==> src/rtl/sra_pkg.sv <==
package sra_pkg;

	localparam int SEQ_BITS = 4;
	localparam int SLOT_BITS = 3;
	localparam int PAY_BITS = 64;
	localparam int BUF_COUNT = 8;
	localparam logic [SEQ_BITS-1:0] MAX_SEQ = 4'd15;

	typedef enum logic [2:0] {
		CMD_NEW_PKT  = 3'd0,
		CMD_ARRIVED  = 3'd1,
		CMD_DATA_TO  = 3'd2,
		CMD_ACK_TO   = 3'd3,
		CMD_CKSUM    = 3'd4
	} cmd_code_t;

	typedef enum logic [1:0] {
		FR_DATA = 2'd0,
		FR_ACK  = 2'd1,
		FR_NAK  = 2'd2,
		FR_BAD  = 2'd3
	} frame_kind_t;

	typedef enum logic [2:0] {
		ACT_SEND_DATA = 3'd0,
		ACT_SEND_ACK  = 3'd1,
		ACT_SEND_NAK  = 3'd2,
		ACT_DELIVER   = 3'd3,
		ACT_STOP_TMR  = 3'd4,
		ACT_START_ACK = 3'd5,
		ACT_STATUS    = 3'd6
	} action_t;

	typedef struct packed {
		logic [2:0]          cmd;
		logic [1:0]          frame_type;
		logic [SEQ_BITS-1:0] frame_seq;
		logic [SEQ_BITS-1:0] frame_ack_num;
		logic                crc_good;
		logic [PAY_BITS-1:0] payload_in;
		logic [SEQ_BITS-1:0] timeout_seq;
	} in_item_t;

	typedef struct packed {
		logic [2:0]           action;
		logic [SEQ_BITS-1:0]  out_seq;
		logic [SEQ_BITS-1:0]  out_ack;
		logic [PAY_BITS-1:0]  out_payload;
		logic [SLOT_BITS-1:0] timer_slot;
		logic                 accept_more;
		logic                 last;
	} out_item_t;

	typedef enum logic [3:0] {
		ST_IDLE,
		ST_DISPATCH,
		ST_DATA_FRAME,
		ST_DELIV_RD,
		ST_DELIV_EMIT,
		ST_DELIV_END,
		ST_NAK_RD,
		ST_NAK_EMIT,
		ST_STOP_LOOP,
		ST_TO_RD,
		ST_TO_EMIT,
		ST_STATUS
	} state_t;

	function automatic logic in_window(logic [SEQ_BITS-1:0] a, logic [SEQ_BITS-1:0] b,
			logic [SEQ_BITS-1:0] c);
		return ((a <= b) && (b < c)) || ((c < a) && (a <= b)) || ((b < c) && (c < a));
	endfunction

endpackage

==> src/rtl/sra_ram.sv <==
module sra_ram #(
	parameter int DEPTH = 8,
	parameter int WIDTH = 64
) (
	input  logic                     clk,
	input  logic                     we,
	input  logic [$clog2(DEPTH)-1:0] waddr,
	input  logic [WIDTH-1:0]         wdata,
	input  logic [$clog2(DEPTH)-1:0] raddr,
	output logic [WIDTH-1:0]         rdata
);

	logic [WIDTH-1:0] mem [DEPTH];

	always_ff @(posedge clk) begin
		if (we) begin
			mem[waddr] <= wdata;
		end
		rdata <= mem[raddr];
	end

endmodule

==> src/rtl/selective_repeat_arq.sv <==
// Each accepted item yields a run of results that ends with a status result; every delivery
// first reads its slot of the receive payload RAM (ST_DELIV_RD) and is emitted after that read.
// Throughput: one item at a time, since in_stall holds off a new item until its run is done;
// the longest run has nineteen results (eight deliveries and eight releases).
// Reset: arst_n clears window edges low/next/exp, counters and arrival bitmap, sets upper
// to BUF_COUNT and sets the NAK permit; payload RAMs are not cleared.
module selective_repeat_arq (
	input  logic                 clk,
	input  logic                 arst_n,
	input  logic                 in_valid,
	output logic                 in_stall,
	input  sra_pkg::in_item_t    in_item,
	output logic                 out_valid,
	input  logic                 out_stall,
	output sra_pkg::out_item_t   out_item
);

	localparam int SB = sra_pkg::SEQ_BITS;
	localparam int LB = sra_pkg::SLOT_BITS;

	sra_pkg::state_t state_q, state_d;
	sra_pkg::in_item_t item_q;
	logic item_ld;

	logic [SB-1:0] low_q, low_d, next_q, next_d, exp_q, exp_d, upper_q, upper_d, outst_q, outst_d;
	logic [SB-1:0] rseq_q, rseq_d;
	logic [sra_pkg::BUF_COUNT-1:0] map_q, map_d;
	logic nak_ok_q, nak_ok_d;

	// output register
	sra_pkg::out_item_t res;
	logic res_vld;
	logic ovalid_q;
	sra_pkg::out_item_t oitem_q;
	logic ofree;

	// memories
	logic snd_we, rcv_we;
	logic [LB-1:0] snd_wa, rcv_wa, snd_ra, rcv_ra;
	logic [sra_pkg::PAY_BITS-1:0] snd_rd, rcv_rd;

	sra_ram #(.DEPTH(sra_pkg::BUF_COUNT), .WIDTH(sra_pkg::PAY_BITS)) u_snd (
		.clk(clk), .we(snd_we), .waddr(snd_wa), .wdata(item_q.payload_in),
		.raddr(snd_ra), .rdata(snd_rd));
	sra_ram #(.DEPTH(sra_pkg::BUF_COUNT), .WIDTH(sra_pkg::PAY_BITS)) u_rcv (
		.clk(clk), .we(rcv_we), .waddr(rcv_wa), .wdata(item_q.payload_in),
		.raddr(rcv_ra), .rdata(rcv_rd));

	assign ofree = !ovalid_q || !out_stall;
	assign in_stall = (state_q != sra_pkg::ST_IDLE);
	assign item_ld = in_valid && !in_stall;
	assign out_valid = ovalid_q;
	assign out_item = oitem_q;

	function automatic logic [SB-1:0] inc(logic [SB-1:0] s);
		return s + SB'(1);
	endfunction

	always_comb begin
		logic [SB-1:0] ackv;
		logic [LB-1:0] fslot;
		ackv = exp_q - SB'(1);
		fslot = item_q.frame_seq[LB-1:0];
		state_d = state_q;
		low_d = low_q; next_d = next_q; exp_d = exp_q; upper_d = upper_q;
		outst_d = outst_q; map_d = map_q; nak_ok_d = nak_ok_q; rseq_d = rseq_q;
		res = '0; res_vld = 1'b0;
		snd_we = 1'b0; rcv_we = 1'b0;
		snd_wa = next_q[LB-1:0]; rcv_wa = fslot;
		snd_ra = rseq_q[LB-1:0]; rcv_ra = exp_q[LB-1:0];
		case (state_q)
			sra_pkg::ST_IDLE: begin
				if (item_ld) state_d = sra_pkg::ST_DISPATCH;
			end
			sra_pkg::ST_DISPATCH: begin
				case (item_q.cmd)
					sra_pkg::CMD_NEW_PKT: begin
						if (outst_q < SB'(sra_pkg::BUF_COUNT)) begin
							// write now, read same slot next cycle
							snd_we = 1'b1;
							rseq_d = next_q;
							outst_d = outst_q + SB'(1);
							next_d = inc(next_q);
							state_d = sra_pkg::ST_TO_RD;
						end else state_d = sra_pkg::ST_STATUS;
					end
					sra_pkg::CMD_ARRIVED: begin
						if (!item_q.crc_good) begin
							if (nak_ok_q) begin
								if (ofree) begin
									res_vld = 1'b1;
									res.action = sra_pkg::ACT_SEND_NAK;
									res.out_ack = ackv;
									nak_ok_d = 1'b0;
									state_d = sra_pkg::ST_STATUS;
								end
							end else state_d = sra_pkg::ST_STATUS;
						end else if (item_q.frame_type == sra_pkg::FR_DATA)
							state_d = sra_pkg::ST_DATA_FRAME;
						else if (item_q.frame_type == sra_pkg::FR_NAK) begin
							rseq_d = item_q.frame_ack_num + SB'(1);
							state_d = sra_pkg::ST_NAK_RD;
						end else if (item_q.frame_type == sra_pkg::FR_ACK)
							state_d = sra_pkg::ST_STOP_LOOP;
						else state_d = sra_pkg::ST_STATUS;
					end
					sra_pkg::CMD_DATA_TO: begin
						rseq_d = item_q.timeout_seq;
						if (sra_pkg::in_window(low_q, item_q.timeout_seq, next_q))
							state_d = sra_pkg::ST_TO_RD;
						else state_d = sra_pkg::ST_STATUS;
					end
					sra_pkg::CMD_ACK_TO: begin
						if (ofree) begin
							res_vld = 1'b1;
							res.action = sra_pkg::ACT_SEND_ACK;
							res.out_ack = ackv;
							state_d = sra_pkg::ST_STATUS;
						end
					end
					sra_pkg::CMD_CKSUM: begin
						if (nak_ok_q) begin
							if (ofree) begin
								res_vld = 1'b1;
								res.action = sra_pkg::ACT_SEND_NAK;
								res.out_ack = ackv;
								nak_ok_d = 1'b0;
								state_d = sra_pkg::ST_STATUS;
							end
						end else state_d = sra_pkg::ST_STATUS;
					end
					default: state_d = sra_pkg::ST_STATUS;
				endcase
			end
			sra_pkg::ST_DATA_FRAME: begin
				if (ofree) begin
					res_vld = 1'b1;
					if (item_q.frame_seq != exp_q && nak_ok_q) begin
						res.action = sra_pkg::ACT_SEND_NAK;
						res.out_ack = ackv;
						nak_ok_d = 1'b0;
					end else res.action = sra_pkg::ACT_START_ACK;
					if (sra_pkg::in_window(exp_q, item_q.frame_seq, upper_q) && !map_q[fslot]) begin
						map_d[fslot] = 1'b1;
						rcv_we = 1'b1;
						state_d = sra_pkg::ST_DELIV_RD;
					end else state_d = sra_pkg::ST_STOP_LOOP;
				end
			end
			sra_pkg::ST_DELIV_RD: begin
				// slot of exp_q is read this cycle; write above settled last cycle.
				// The new frame still inside the window means nothing was delivered.
				if (map_q[exp_q[LB-1:0]]) state_d = sra_pkg::ST_DELIV_EMIT;
				else if (sra_pkg::in_window(exp_q, item_q.frame_seq, upper_q))
					state_d = sra_pkg::ST_STOP_LOOP;
				else state_d = sra_pkg::ST_DELIV_END;
			end
			sra_pkg::ST_DELIV_EMIT: begin
				if (ofree) begin
					res_vld = 1'b1;
					res.action = sra_pkg::ACT_DELIVER;
					res.out_seq = exp_q;
					res.out_payload = rcv_rd;
					nak_ok_d = 1'b1;
					map_d[exp_q[LB-1:0]] = 1'b0;
					exp_d = inc(exp_q);
					upper_d = inc(upper_q);
					state_d = sra_pkg::ST_DELIV_RD;
				end else rcv_ra = exp_q[LB-1:0];
			end
			sra_pkg::ST_DELIV_END: begin
				// at least one delivery happened: close the run with the ack timer
				if (ofree) begin
					res_vld = 1'b1;
					res.action = sra_pkg::ACT_START_ACK;
					state_d = sra_pkg::ST_STOP_LOOP;
				end
			end
			sra_pkg::ST_NAK_RD: begin
				if (sra_pkg::in_window(low_q, rseq_q, next_q)) state_d = sra_pkg::ST_NAK_EMIT;
				else state_d = sra_pkg::ST_STOP_LOOP;
			end
			sra_pkg::ST_NAK_EMIT, sra_pkg::ST_TO_EMIT: begin
				if (ofree) begin
					res_vld = 1'b1;
					res.action = sra_pkg::ACT_SEND_DATA;
					res.out_seq = rseq_q;
					res.out_ack = ackv;
					res.out_payload = snd_rd;
					res.timer_slot = rseq_q[LB-1:0];
					state_d = (state_q == sra_pkg::ST_NAK_EMIT) ? sra_pkg::ST_STOP_LOOP
						: sra_pkg::ST_STATUS;
				end
			end
			sra_pkg::ST_TO_RD: state_d = sra_pkg::ST_TO_EMIT;
			sra_pkg::ST_STOP_LOOP: begin
				if (outst_q != '0 && sra_pkg::in_window(low_q, item_q.frame_ack_num, next_q)) begin
					if (ofree) begin
						res_vld = 1'b1;
						res.action = sra_pkg::ACT_STOP_TMR;
						res.out_seq = low_q;
						res.timer_slot = low_q[LB-1:0];
						outst_d = outst_q - SB'(1);
						low_d = inc(low_q);
					end
				end else state_d = sra_pkg::ST_STATUS;
			end
			sra_pkg::ST_STATUS: begin
				if (ofree) begin
					res_vld = 1'b1;
					res.action = sra_pkg::ACT_STATUS;
					res.accept_more = (outst_q < SB'(sra_pkg::BUF_COUNT));
					res.last = 1'b1;
					state_d = sra_pkg::ST_IDLE;
				end
			end
			default: state_d = sra_pkg::ST_IDLE;
		endcase
	end

	always_ff @(posedge clk or negedge arst_n) begin
		if (!arst_n) begin
			state_q <= sra_pkg::ST_IDLE;
			low_q <= '0; next_q <= '0; exp_q <= '0;
			upper_q <= SB'(sra_pkg::BUF_COUNT);
			outst_q <= '0; map_q <= '0; nak_ok_q <= 1'b1;
			ovalid_q <= 1'b0;
		end else begin
			state_q <= state_d;
			low_q <= low_d; next_q <= next_d; exp_q <= exp_d; upper_q <= upper_d;
			outst_q <= outst_d; map_q <= map_d; nak_ok_q <= nak_ok_d;
			if (res_vld) ovalid_q <= 1'b1;
			else if (!out_stall) ovalid_q <= 1'b0;
		end
	end

	always_ff @(posedge clk) begin
		rseq_q <= rseq_d;
		if (item_ld) item_q <= in_item;
		if (res_vld) oitem_q <= res;
	end

`ifndef NO_ASSERTIONS
	a_outst_max: assert property (@(posedge clk) disable iff (!arst_n)
		outst_q <= SB'(sra_pkg::BUF_COUNT)) else $error("outstanding overflow");
	a_no_overwrite: assert property (@(posedge clk) disable iff (!arst_n)
		ovalid_q && out_stall |-> !res_vld) else $error("result overwritten");
	a_window: assert property (@(posedge clk) disable iff (!arst_n)
		(next_q - low_q) == outst_q) else $error("send window mismatch");
	a_upper: assert property (@(posedge clk) disable iff (!arst_n)
		(upper_q - exp_q) == SB'(sra_pkg::BUF_COUNT)) else $error("recv window mismatch");
`endif

endmodule

==> config.mk <==
export PLATFORM = sky130hd
export DESIGN_NAME = selective_repeat_arq
export DESIGN_NICKNAME = d
export VERILOG_FILES = /design/src/rtl/sra_pkg.sv /design/src/rtl/sra_ram.sv /design/src/rtl/selective_repeat_arq.sv
export SDC_FILE = /design/constraint.sdc
export NUM_CORES = 1
export LEC_CHECK = 0
export BUFFER_PORTS_ARGS = -buffer_cell sky130_fd_sc_hd__buf_2
export CORE_UTILIZATION = 45
export CTS_CLUSTER_SIZE = 28
export DETAILED_ROUTE_END_ITERATION = 10
export PLACE_DENSITY_LB_ADDON = 0.05
export RECOVER_POWER = 50
export SYNTH_ARGS = -nofsm -noshare
export SYNTH_HDL_FRONTEND = slang
export SYNTH_SLANG_ARGS = --single-unit
==> constraint.sdc <==
create_clock -name clk -period 20.7 [get_ports clk]
set_input_delay 4.14 -clock clk [delete_from_list [all_inputs] [get_ports clk]]
set_output_delay 4.14 -clock clk [all_outputs]
set_load 0.005 [all_outputs]
### Yosys cells after proc, flatten, opt, wreduce, memory -nomap -nowiden

Memories as Yosys holds them, arrays and structs flattened. A register that Yosys moved wholly into a read port is not among the register bits.
Cells that the tools add are included.

| storage, ports and cells | value |
|---|---|
| bits of input ports | 86 |
| memories kept | 2 |
| word-level logic and storage cells | 239 |
| bits in writable memories | 1024 |
| bits in registers | 200 |
| output and inout port bits | 82 |

| operators by class | value |
|---|---|
| magnitude comparators | 15 |
| add/sub/neg operators | 8 |
| bitwise operators | 3 |
| equal/unequal tests | 38 |
| muxes and demuxes | 98 |
| reduce and logical (&&, ||, !) cells | 51 |

Memory list:

| memory | depth | width | rd ports | clocked after memory_dff | write ports | line | text |
|---|---|---|---|---|---|---|---|
| u_rcv.mem | 8 | 64 | 1 | 1 | 1 | sra_ram.sv:13 | `logic [WIDTH-1:0] mem [DEPTH];` |
| u_snd.mem | 8 | 64 | 1 | 1 | 1 | sra_ram.sv:13 |  |

Operators by type and width:

| operator | number |
|---|---|
| one-hot mux 64 bit (2 select lines) | 1 |
| 2-to-1 mux 4 bit | 29 |
| 2-to-1 mux 75 bit | 1 |
| 2-to-1 mux 64 bit | 1 |
| one-hot mux 4 bit (3 select lines) | 4 |
| one-hot mux 4 bit (11 select lines) | 1 |
| != test 2 bit (second input constant) | 16 |
| 2-to-1 mux 1 bit | 28 |
| adder 4 x 1 -> 4 bit (second input constant) | 6 |
| < comparator 4 bit | 6 |
| 2-to-1 mux 3 bit | 8 |
| 2-to-1 mux 8 bit | 3 |
| one-hot mux 3 bit (7 select lines) | 1 |
| one-hot mux 4 bit (5 select lines) | 1 |
| logical AND 1 bit | 18 |
| == test 4 x 3 -> 1 bit (second input constant) | 4 |
| == test 4 bit (second input constant) | 4 |
| less-or-equal comparator 4 bit | 4 |
| one-hot mux 8 bit (2 select lines) | 1 |
| 2-to-1 mux 7 bit | 2 |
| AND reduction 6 bit | 2 |
| 2-to-1 mux 2 bit | 5 |
| logical OR 1 bit | 9 |
| one-hot mux 1 bit (3 select lines) | 3 |
| other kinds (39) | 55 |

### Longest topological paths before layout

| logic depth | value |
|---|---|
| depth after elaboration | 10 |
| mapped depth | 12 |
| gate-level depth less buffers | 9 |

### Hierarchy

Synthesis repeated with hierarchy kept, for this count alone.

| unflattened totals | value |
|---|---|
| cell total of the unflattened synthesis | 2385 |
| area total of the unflattened synthesis | 50405.8 um^2 |

Modules (own cells, without submodules):

| module | times used | cells an instance | sequential area each (um^2) | area each (um^2) |
|---|---|---|---|---|
| sra_ram | 2 | 816 | 16656.0 | 20547.2 |
| selective_repeat_arq | 1 | 753 | 5838.1 | 9311.4 |

### Least setup slack after synthesis

Ideal clock, no wire load.

| path | value |
|---|---|
| kind | input port to flip-flop |
| start | in out_stall |
| end | reg oitem_q, in the netlist out_item[0], enable pin |
| setup slack | 12127 ps |
| arrival time | 8055 ps |
| required time | 20181 ps |
| stages | 4 |
| setup time | 519 ps |
| path buffers | 2 |
| cells stage by stage | and2_1 clkbuf_1 clkbuf_1 nor2_1 |

| on the way | value |
|---|---|
| longest elaborated chain between the ends | 7 |
| elaborated cells on any way between the ends | 8 |
| classes of those cells | mux: 6; reduce/logical: 2 |

Ends and longest elaborated chain:

| item | line | text |
|---|---|---|
| from (decl) | selective_repeat_arq.sv:14 | `input logic out_stall,` |
| zero test 1 bit (*) | - |  |
| logical OR 1 bit (*) | selective_repeat_arq.sv:49 | `assign ofree = !ovalid_q \|\| !out_stall;` |
| 2-to-1 mux 1 bit (*) | - |  |
| 2-to-1 mux 1 bit | selective_repeat_arq.sv:122 | `if (nak_ok_q) begin` |
| 2-to-1 mux 1 bit | selective_repeat_arq.sv:88 | `if (!item_q.crc_good) begin` |
| one-hot mux 1 bit (3 select lines) | selective_repeat_arq.sv:76 | `case (item_q.cmd)` |
| one-hot mux 1 bit (3 select lines) (*) | selective_repeat_arq.sv:71 | `case (state_q)` |
| net res_vld | selective_repeat_arq.sv:32 | `logic res_vld;` |
| to (signal assigned) | selective_repeat_arq.sv:240 | `if (res_vld) oitem_q <= res;` |
| to (decl) | selective_repeat_arq.sv:34 | `sra_pkg::out_item_t oitem_q;` |

Mark *: on every way through the listed nets, which the timed path passes. The rest lies on a longest branch.
A chain may end at the register's enable or synchronous reset.

### Worst setup path after layout

| path | value |
|---|---|
| start | reg rseq_q[2] |
| end | reg state_q[3] |

| on the way | value |
|---|---|
| longest elaborated chain between the ends | 6 |
| elaborated cells on any way between the ends | 9 |
| classes of those cells | order compare: 2; mux: 2; reduce/logical: 5 |

Ends and longest elaborated chain:

| item | line | text |
|---|---|---|
| from (decl) | selective_repeat_arq.sv:26 | `logic [SB-1:0] rseq_q, rseq_d;` |
| from (signal assigned) | selective_repeat_arq.sv:238 | `rseq_q <= rseq_d;` |
| less-or-equal comparator 4 bit or < comparator 4 bit (tied branches) | sra_pkg.sv:71 | `return ((a <= b) && (b < c)) \|\| ((c < a) && (a <= b)) \|\| ((b < c) && (c < a));` |
| logical AND 1 bit | sra_pkg.sv:71 |  |
| logical OR 1 bit | sra_pkg.sv:71 |  |
| logical OR 1 bit (*) | sra_pkg.sv:71 |  |
| 2-to-1 mux 4 bit (*) | selective_repeat_arq.sv:180 | `if (sra_pkg::in_window(low_q, rseq_q, next_q)) state_d = sra_pkg::ST_NAK_EMIT;` |
| one-hot mux 4 bit (11 select lines) (*) | selective_repeat_arq.sv:71 |  |
| to (signal assigned) | selective_repeat_arq.sv:223 | `state_q <= sra_pkg::ST_IDLE;` |
| to (signal assigned) | selective_repeat_arq.sv:229 | `state_q <= state_d;` |
| to (decl) | selective_repeat_arq.sv:21 | `sra_pkg::state_t state_q, state_d;` |

Mark *: on every way between the ends. The rest lies on a longest branch, timed or not.

==> impl_metrics.yaml <==
job:
  cap_violations: 14
floorplanning:
  die-height_um: 332
  std_cell_rows: 120
  fp.coreArea_um2: 108000
  initial_core_util_pct: 45.5
  pin_count: 168
  die_w_um: 332
  die_area_um2: 110000
synth:
  synth.avg_cell_area_um2: 18.5
  synth_area_um2: 49000
  yosys.area.top_type: "edfxtp_1"
  yosysMostFrequentCell: "edfxtp_1"
  async_reset_ff_share_pct: 2.51
  synth_warnings: 0
  synth-seq-cells: 1352
  synth_nets: 2777
  synth_edf_count: 1190
  synth_top_cell_area_share_pct: 73.0
  synth_common_cells: "edfxtp_1 (1190), a22oi_1 (320), nand2_1 (232), mux4_2 (132), dfxtp_1 (128)"
  synth_seq_area_share_pct: 80.0
  ys.flop_type: "edfxtp_1"
  syn_inst: 2648
  ys_types: 61
  synth.area.top_cells: "edfxtp_1 (73%), mux4_2 (6.1%), dfxtp_1 (5.2%)"
drt:
  drtIter0Drc: 2114
  num_vias: 25107
  routedWlPerCell_um: 26.9
  drt_wl_total_um: 119000
  postRouteAntennaNets: 0
  vias_per_cell: 5.70
  post-route-drc-count: 0
  first_pass_iters: 5
clock_network:
  htreeDepth: 4
  clock-sinks: 1352
  clkTransAtPathRegs_ns: 0.06
  cts_root_buf: "clkbuf_16"
  cts_setup_buffers: 0
  clk_path_buf_depth: 3
  ctsHoldBuffers: 0
  cts_resized: 0
  tritoncts: "yes"
  clk_latency_ns: 0.74
  numCtsBuffers: 143
timing:
  period_share_pct: 38.7
  skew_ns: 0.0242
  fin_crit_ns: 8.02
  setup_slack_ns: 12.68
  worstMarginPinSlew_ns: 4.55
  max_freq_ghz: 0.125
  max_slew_margin_pct: -203
  finalSetupTns_ns: 0
  setup_violations: 0
  rsz0062_at_grt: "false"
  drv_slew: 480
  timing_hold_violations_final: 0
outcome:
  failed_checks: "capacitance limit, slew limit"
  status: "complete, but fails checks"
global_route:
  grt_pass1_vias: 25828
  grt_max_degree: 76
  grt_overflow: 0
  grt_pass1_wl_um: 174000
  antenna_found_initial: 4
  grt.total_usage_pct: 21.6
setup_path:
  worstPathCellList: "clkbuf_1 > clkinvlp_2 > ha_1 > a21oi_1 > nor2b_1 > o32a_1 > maj3_1 > a2111oi_0 > o2bb2ai_1"
  reg2reg_from: "rseq_q[2]"
  start_kind: "flip-flop"
  timing.rr.end: "state_q[3]"
  r2r_cells: 9
  cp.arrival_ns: 8.62
  reg2reg_setup_slack_ns: 12.68
  path_buf_inv: 2
  crit_type: "reg -> reg"
  critPathSlowestCell: "clkinvlp_2"
  critPathTopFamily: "buffers and inverters"
  critPathMaxStageDelay_ns: 2.90
  crit_fanout: 35
  critPathRequiredTime_ns: 21.30
  setup.worst_path.end_class: "flip-flop"
hold_path:
  min_from: "u_rcv.mem[5][26]"
  hold_end: "u_rcv.rdata[26]"
  holdPathStages: 2
  min_path_type: "reg -> reg"
finish:
  antennaDiodeCount: 0
  nets: 3010
  final_layout_size_suffix_gt1_share_pct: 19.9
  area_growth_pct: 14.8
  n_fill_cell: 8617
  multi_input_area_um2: 9270
  seq_area_um2: 39200
place:
  gp_congestion: 0.798
  io_buffers: 167
  post-place-ws_ns: 13.52
  hpwl_um: 64000
pwr:
  vdd_drop_max_mv: 0.0740
  leakage_uw: 0.0187
  power_density_nw_per_um2: 126
-- cells in the final DEF (no fill, tap or decap), drive strengths merged, types with 42 or more instances in the layout --
cell,count
a22oi,320
buf,213
clkbuf,213
clkinv,45
dfxtp,128
edfxtp,1190
ha,42
inv,49
mux4,132
nand2,232
nand4,68
nor2,108
-- worst max-delay path by stage --
stage | startpoint | slack (ns) | cells after the start | end
CTS | out_stall | 14.32 | 6 | u_rcv.mem[0][10]
finish | rseq_q[2] | 12.68 | 9 | state_q[3]
detailed placement | out_stall | 13.52 | 6 | u_rcv.mem[0][9]
floorplan | out_stall | 12.13 | 4 | out_item[0]
global route | rseq_q[2] | 12.39 | 9 | state_q[3]
global placement | out_stall | 13.56 | 6 | u_rcv.mem[2][5]
-- tightest hold or removal path, stage by stage (launching register included) --
cell      delay (ns)
edfxtp_1        0.32
a22oi_1         0.06
nand4_1         0.07
-- through the flow --
stage                     std cells  total power (µW)  utilization (%)  hold slack (ns)  area, µm²
after floorplan                2648              4130                -            0.444      49000
after global placement         4139              4610             48.1            0.456      51700
after detailed placement       4139              4640             48.1            0.459      51700
after CTS                      4403              7140             52.4            0.480      56300
after global routing           4403              7340             52.3            0.490      56200
final                          4403              7060             52.3            0.474      56200
-- final cells by class --
type	instances	share of cell area, %
repair buffers	227	2.19
well taps	1403	3.12
clock inverters	65	1.08
clock buffers	199	7.19
flip-flops and latches	1352	69.6
inverters	45	0.303
multi-input cells	1112	16.5
-- per-layer routing --
layer	part of all wire (%)	global-route usage (%)	vias up
li1	-	-	11087
met1	45	30.7	13145
met2	49	35.1	707
met3	4.7	3.24	166
met4	1.8	5.48	2
met5	0.011	0	-
-- logic make-up after synthesis --
group                    Yosys count  share of synthesized area, %
AO/OA/AOI/OAI                    430                          6.53
XOR/XNOR                          18                         0.322
adder cells (fa/ha/maj)           47                          1.20
buffers and inverters            184                          1.42
flip-flops                      1352                          80.0
multiplexers                     137                          6.18
AND/OR/NAND/NOR                  480                          4.39
-- registers in the layout, summed over array words and instances (netlist names) --
| name | flops |
|---|---|
| out_item | 80 |
| out_valid | 1 |
| u_rcv.rdata | 64 |
| map_q | 8 |
| u_snd.rdata | 64 |
| exp_q | 4 |
| state_q | 4 |
| nak_ok_q | 1 |
| low_q | 4 |
| rseq_q | 4 |
| upper_q | 4 |
| u_snd.mem | 512 |
| outst_q | 4 |
| u_rcv.mem | 512 |
| item_q | 82 |
| next_q | 4 |
-- report_power, final --
group          leakage [µW]  switching [µW]  internal [µW]
logic               0.00417             653            356
clock network       0.00226            1030           1460
registers            0.0122             234           3330
total                0.0187            1920           5140
Note: power is estimated with default switching activity, not from simulation.
